`src/bsc_pkg.sv`:
```
package bsc_pkg;

    localparam int unsigned AdcW    = 20;
    localparam int unsigned CfgW    = 64;
    localparam int unsigned CfgIdxW = 2;
    localparam int unsigned MulW    = 32;
    localparam int unsigned DivW    = 64;

    localparam logic [CfgIdxW-1:0] REG_CAL_T  = 2'd0;
    localparam logic [CfgIdxW-1:0] REG_CAL_P1 = 2'd1;
    localparam logic [CfgIdxW-1:0] REG_CAL_P2 = 2'd2;
    localparam logic [CfgIdxW-1:0] REG_CAL_P3 = 2'd3;

    localparam logic OP_TEMP  = 1'b0;
    localparam logic OP_PRESS = 1'b1;

    // datapath steps, sequenced by the controller
    typedef enum logic [5:0] {
        ST_IDLE,
        // temperature
        ST_T0, ST_T1, ST_T2, ST_T3, ST_T4, ST_T5,
        // pressure, before division
        ST_P0, ST_P1, ST_P2, ST_P3, ST_P4, ST_P5, ST_P6, ST_P7, ST_P8,
        ST_P9, ST_P10, ST_P11, ST_P12,
        // division
        ST_DIV_START, ST_DIV_RUN, ST_DIV_FIX,
        // after division
        ST_Q0, ST_Q1, ST_Q2, ST_Q3, ST_Q4, ST_Q5,
        ST_DONE
    } state_t;

    // controller to datapath
    typedef struct packed {
        logic   load;
        state_t step;
    } dp_cmd_t;

    // datapath to controller
    typedef struct packed {
        logic div_done;
        logic div_zero;
    } dp_sts_t;

endpackage

```
`src/bsc_ctrl.sv`:
```
// Sequencer for one item at a time; holds the result until it is taken.
module bsc_ctrl
(
    input  logic              clk,
    input  logic              rst_n,
    input  logic              in_valid,
    input  logic              op,
    output logic              in_ready,
    output logic              out_valid,
    input  logic              out_ready,
    output logic              kind,
    input  logic              mul_done,
    input  bsc_pkg::dp_sts_t  sts,
    output bsc_pkg::dp_cmd_t  cmd
);
    bsc_pkg::state_t state_reg;
    bsc_pkg::state_t state_next;
    logic            first_reg;
    logic            kind_reg;
    logic            ovalid_reg;
    logic            ovalid_next;
    logic            in_xfer;

    assign in_xfer = in_valid && in_ready;

    // next state
    always_comb
    begin
        state_next = state_reg;
        case (state_reg)
            bsc_pkg::ST_IDLE:
                if (in_xfer)
                    state_next = (op == bsc_pkg::OP_TEMP) ? bsc_pkg::ST_T0
                                                          : bsc_pkg::ST_P0;
            bsc_pkg::ST_T0: if (mul_done) state_next = bsc_pkg::ST_T1;
            bsc_pkg::ST_T1: if (mul_done) state_next = bsc_pkg::ST_T2;
            bsc_pkg::ST_T2: if (mul_done) state_next = bsc_pkg::ST_T3;
            bsc_pkg::ST_T3: if (mul_done) state_next = bsc_pkg::ST_T4;
            bsc_pkg::ST_T4: state_next = bsc_pkg::ST_DONE;
            bsc_pkg::ST_P0: if (mul_done) state_next = bsc_pkg::ST_P1;
            bsc_pkg::ST_P1: if (mul_done) state_next = bsc_pkg::ST_P2;
            bsc_pkg::ST_P2: if (mul_done) state_next = bsc_pkg::ST_P3;
            bsc_pkg::ST_P3: if (mul_done) state_next = bsc_pkg::ST_P4;
            bsc_pkg::ST_P4: if (mul_done) state_next = bsc_pkg::ST_P5;
            bsc_pkg::ST_P5: if (mul_done) state_next = bsc_pkg::ST_P7;
            bsc_pkg::ST_P7:
                state_next = sts.div_zero ? bsc_pkg::ST_P12 : bsc_pkg::ST_P6;
            bsc_pkg::ST_P6: if (mul_done) state_next = bsc_pkg::ST_DIV_START;
            bsc_pkg::ST_DIV_START: state_next = bsc_pkg::ST_DIV_RUN;
            bsc_pkg::ST_DIV_RUN: if (sts.div_done) state_next = bsc_pkg::ST_DIV_FIX;
            bsc_pkg::ST_DIV_FIX: state_next = bsc_pkg::ST_Q0;
            bsc_pkg::ST_Q0: if (mul_done) state_next = bsc_pkg::ST_Q1;
            bsc_pkg::ST_Q1: if (mul_done) state_next = bsc_pkg::ST_Q2;
            bsc_pkg::ST_Q2: if (mul_done) state_next = bsc_pkg::ST_Q3;
            bsc_pkg::ST_Q3: state_next = bsc_pkg::ST_Q4;
            bsc_pkg::ST_Q4: state_next = bsc_pkg::ST_DONE;
            bsc_pkg::ST_P12: state_next = bsc_pkg::ST_DONE;
            bsc_pkg::ST_DONE:
                if (out_ready) state_next = bsc_pkg::ST_IDLE;
            default: state_next = bsc_pkg::ST_IDLE;
        endcase
    end

    // outputs
    always_comb
    begin
        in_ready    = (state_reg == bsc_pkg::ST_IDLE);
        ovalid_next = (state_reg == bsc_pkg::ST_DONE);
        cmd.step    = state_reg;
        cmd.load    = (state_reg == bsc_pkg::ST_IDLE) ? in_xfer : first_reg;
    end

    always_ff @(posedge clk or negedge rst_n)
    begin
        if (!rst_n)
        begin
            state_reg <= bsc_pkg::ST_IDLE;
            first_reg <= 1'b0;
            kind_reg  <= 1'b0;
        end
        else
        begin
            state_reg <= state_next;
            first_reg <= (state_next != state_reg);
            if (in_xfer)
                kind_reg <= op;
        end
    end

    assign ovalid_reg = ovalid_next;
    assign out_valid  = ovalid_reg;
    assign kind       = kind_reg;
endmodule

```
`config.mk`:
```
export PLATFORM = sky130hd
export DESIGN_NAME = bsc_ctrl
export DESIGN_NICKNAME = d
export VERILOG_FILES = /design/src/bsc_pkg.sv /design/src/bsc_ctrl.sv
export SDC_FILE = /design/constraint.sdc
export NUM_CORES = 1
export LEC_CHECK = 0
export BUFFER_PORTS_ARGS = -buffer_cell sky130_fd_sc_hd__buf_2
export CAP_MARGIN = 10
export CORE_MARGIN = 2
export CORE_UTILIZATION = 35
export DETAILED_ROUTE_END_ITERATION = 10
export SYNTH_ARGS = -nofsm -noshare
export SYNTH_HDL_FRONTEND = slang
export SYNTH_SLANG_ARGS = --single-unit
```
`constraint.sdc`:
```
create_clock -name clk -period 2.05 [get_ports clk]
set_input_delay 0.3075 -clock clk [delete_from_list [all_inputs] [get_ports clk]]
set_output_delay 0.3075 -clock clk [all_outputs]
set_load 0.01 [all_outputs]
```
==> qor.txt <==
Slew Limit Fails - 0
Synth Flop Type - dfrtp_1
post-layout minimum cycle time - 2.03 ns
number of distinct library cells after synthesis - 55
number of diodes - 0
Critical Path AT - 2.15 ns
final WL - 3790 um
fill count - 288
first-pass GRT wire length - 5910 um
Vias/cell - 5.97
Crit. End Element - flop
MaxCap Viol Count - 0
EDFF count, synth - 0
hpwl dp - 2680 um
pwr/cell area - 1020 mW/mm2
clock latency on the worst-skew pair - 0.27 ns
Synth top area share - 18.2%
final-report setup violation count - 0
static leakage - 0.597 nW
Clock Path Buffers - 2
DRT antenna net count - 0
number of global-route vias before repair - 1,256
GRT Util Overall - 22.0%
TritonCTS buffer count - 3
DRT iter0 DRCs - 109
Total Die Area - 0.00360 mm2
Power Total - 0.00152 W
H-tree depth - 1
cell row count - 20
synth top area cells - dfrtp_1 (18%), nand2b_1 (5.7%), o21ai_0 (4.1%), nor2_1 (4.1%), a21oi_1 (3.6%)
total internal power - 0.000790 W
Switching Share - 48.1%
Cell Area, Synth - 0.00110 mm2
initial core utilization - 36.3%
clock slew at reported path FFs - 0.06 ns
Final period util - 99.0%
RSZ-0062 raised after global routing - true
share of cells above drive strength 1 - 36.6%
HP Class - in2async
top post-synthesis cells by count - nor2_1 (12), nand2b_1 (10), o21ai_0 (9)
fmax - 493 MHz
grt ovf - 0
syn_area_per_cell - 7.52 um2
fraction of registers with async set/reset - 100%
Die H - 60.0 um
clk sinks - 8
Seq/Total Area, Yosys - 18.2%
Layout area overhead - 35.9%
Post-Syn Nets - 154
Hold Slack - 0.411 ns
DIE WIDTH - 60.0 um
CTS tree - done
register share of total power - 18.9%
CP startpoint kind - flop
pin count of the biggest net entering global routing - 20
RD Place Congestion - 0.972
worst setup path category - reg2reg
CTS root buf - clkbuf_4
WP data required - 2.17 ns
clock skew - 0.0109 ns
Combinational Power Share - 72.6%
drt pass-1 iters - 5
Cells after Synth - 146
max reg flops - 6
flops & latches, synth - 8
initial antenna violation count - 0
Core Area - 0.00303 mm2
Port-buffer cells - 17
crit-path max FO - 7
drc violations - 0
count leader, synth - nor2_1
IR Drop Worst-Case VDD - 0.361 mV
area leader, netlist - dfrtp_1
Net Sw Power - 0.000731 W
Hold Vio Cnt, Final - 0
Nets - 193
I/O pin total - 18
status - finished clean
Synthesis Warnings - 0
WL/cell - 16.7 um
via count - 1,356
clock group share of total power - 8.5%
[cell type report]
| class | instances | area, um2 | share of cell area [%] |
|---|---|---|---|
| clock buffers | 3 | 22.5 | 1.51 |
| repair buffers | 47 | 330 | 22.1 |
| inverters | 6 | 22.5 | 1.51 |
| flip-flops and latches | 8 | 205 | 13.7 |
| multi-input cells | 119 | 857 | 57.4 |
| well taps | 44 | 55.1 | 3.69 |
[power groups by stage]
stage	clock, W	combinational [W]	sequential [W]
CTS	0.000130	0.00105	0.000279
floorplan	0	0.000675	0.000260
global route	0.000144	0.00118	0.000295
finish	0.000129	0.00110	0.000287
global placement	0	0.000939	0.000282
detailed placement	0	0.000954	0.000287
[worst max-delay path, stage by stage (launching register included)]
cell	delay [ns]
dfrtp_2	0.47
or4b_4	0.58
a21oi_4	0.20
nor2_1	0.08
o21a_1	0.14
a311oi_2	0.30
nand4b_1	0.12
[per-layer routing]
layer	part of all wire, %	routed length, um	global-route usage, %	vias up
met5	0	0	0	-
met4	2.4	91	9.21	0
met3	7.2	271	5.63	10
met2	50	1880	37.1	73
met1	41	1540	26.1	649
li1	-	-	-	624
[repair_timing]
item | CTS | global route
pin swaps | 2 | 4
hold buffers | 1 | 0
setup buffers | 6 | 2
gates resized for setup | 6 | 9
hold endpoints to repair | 8 | 0
setup endpoints to repair | 1 | 2
[cells by family (layout without fill, tap and decap cells)]
group,Yosys count,after routing,share of synthesized area (%)
AOI/OAI and AO/OA,47,47,31.2
xor gates and xnor gates,4,4,3.19
buffers and inverters,19,56,7.86
DFF,8,8,18.2
muxes,3,3,2.85
other,1,1,0.341
and+or+nand+nor,64,64,36.3
[per-stage QoR]
step | setup WS (ns) | util [%] | cell area [um2] | TNS (ns) | instances
global route | -0.0507 | 49.3 | 1490 | -0.0908 | 227
detailed placement | 0.0554 | 44.0 | 1330 | 0 | 215
floorplan | 0.115 | - | 1100 | 0 | 146
global placement | 0.0545 | 44.0 | 1330 | 0 | 215
CTS | 0.0150 | 47.4 | 1440 | 0 | 225
finish | 0.0199 | 49.3 | 1490 | 0 | 227
[path summary, 6_finish.rpt]
path	startpoint	endpoint	slack, ns	cells after the start
max	state_reg[4]	first_reg	0.02	6
min	rst_n	kind	0.41	2
max reg2reg	state_reg[4]	first_reg	0.02	6
min reg2reg	kind	kind	0.57	2
max in group asynchronous	rst_n	state_reg[2]	1.44	2
min in group clk	sts[1]	state_reg[1]	0.48	4
[placed cells by master (no fill, tap or decap), types with 2 or more instances in the layout]
cell	instances
xnor2_1	3
o32ai_1	2
nand3b_1	3
o22ai_1	3
a311oi_2	2
nand4_1	2
dfrtp_2	4
nand4b_1	2
a31oi_1	3
and2_1	2
nor2_1	12
nor4_4	2
inv_1	6
clkbuf_4	3
nand3_1	3
nand2_1	6
a211oi_1	3
a21oi_1	8
dfrtp_1	4
nor2b_1	4
buf_4	26
nor4_1	2
buf_2	16
mux2i_1	2
o211ai_1	3
buf_6	4
nand2b_1	10
nor3_1	5
o21ai_0	9
and2_4	2
No activity file was read; power rests on OpenSTA's default activity.
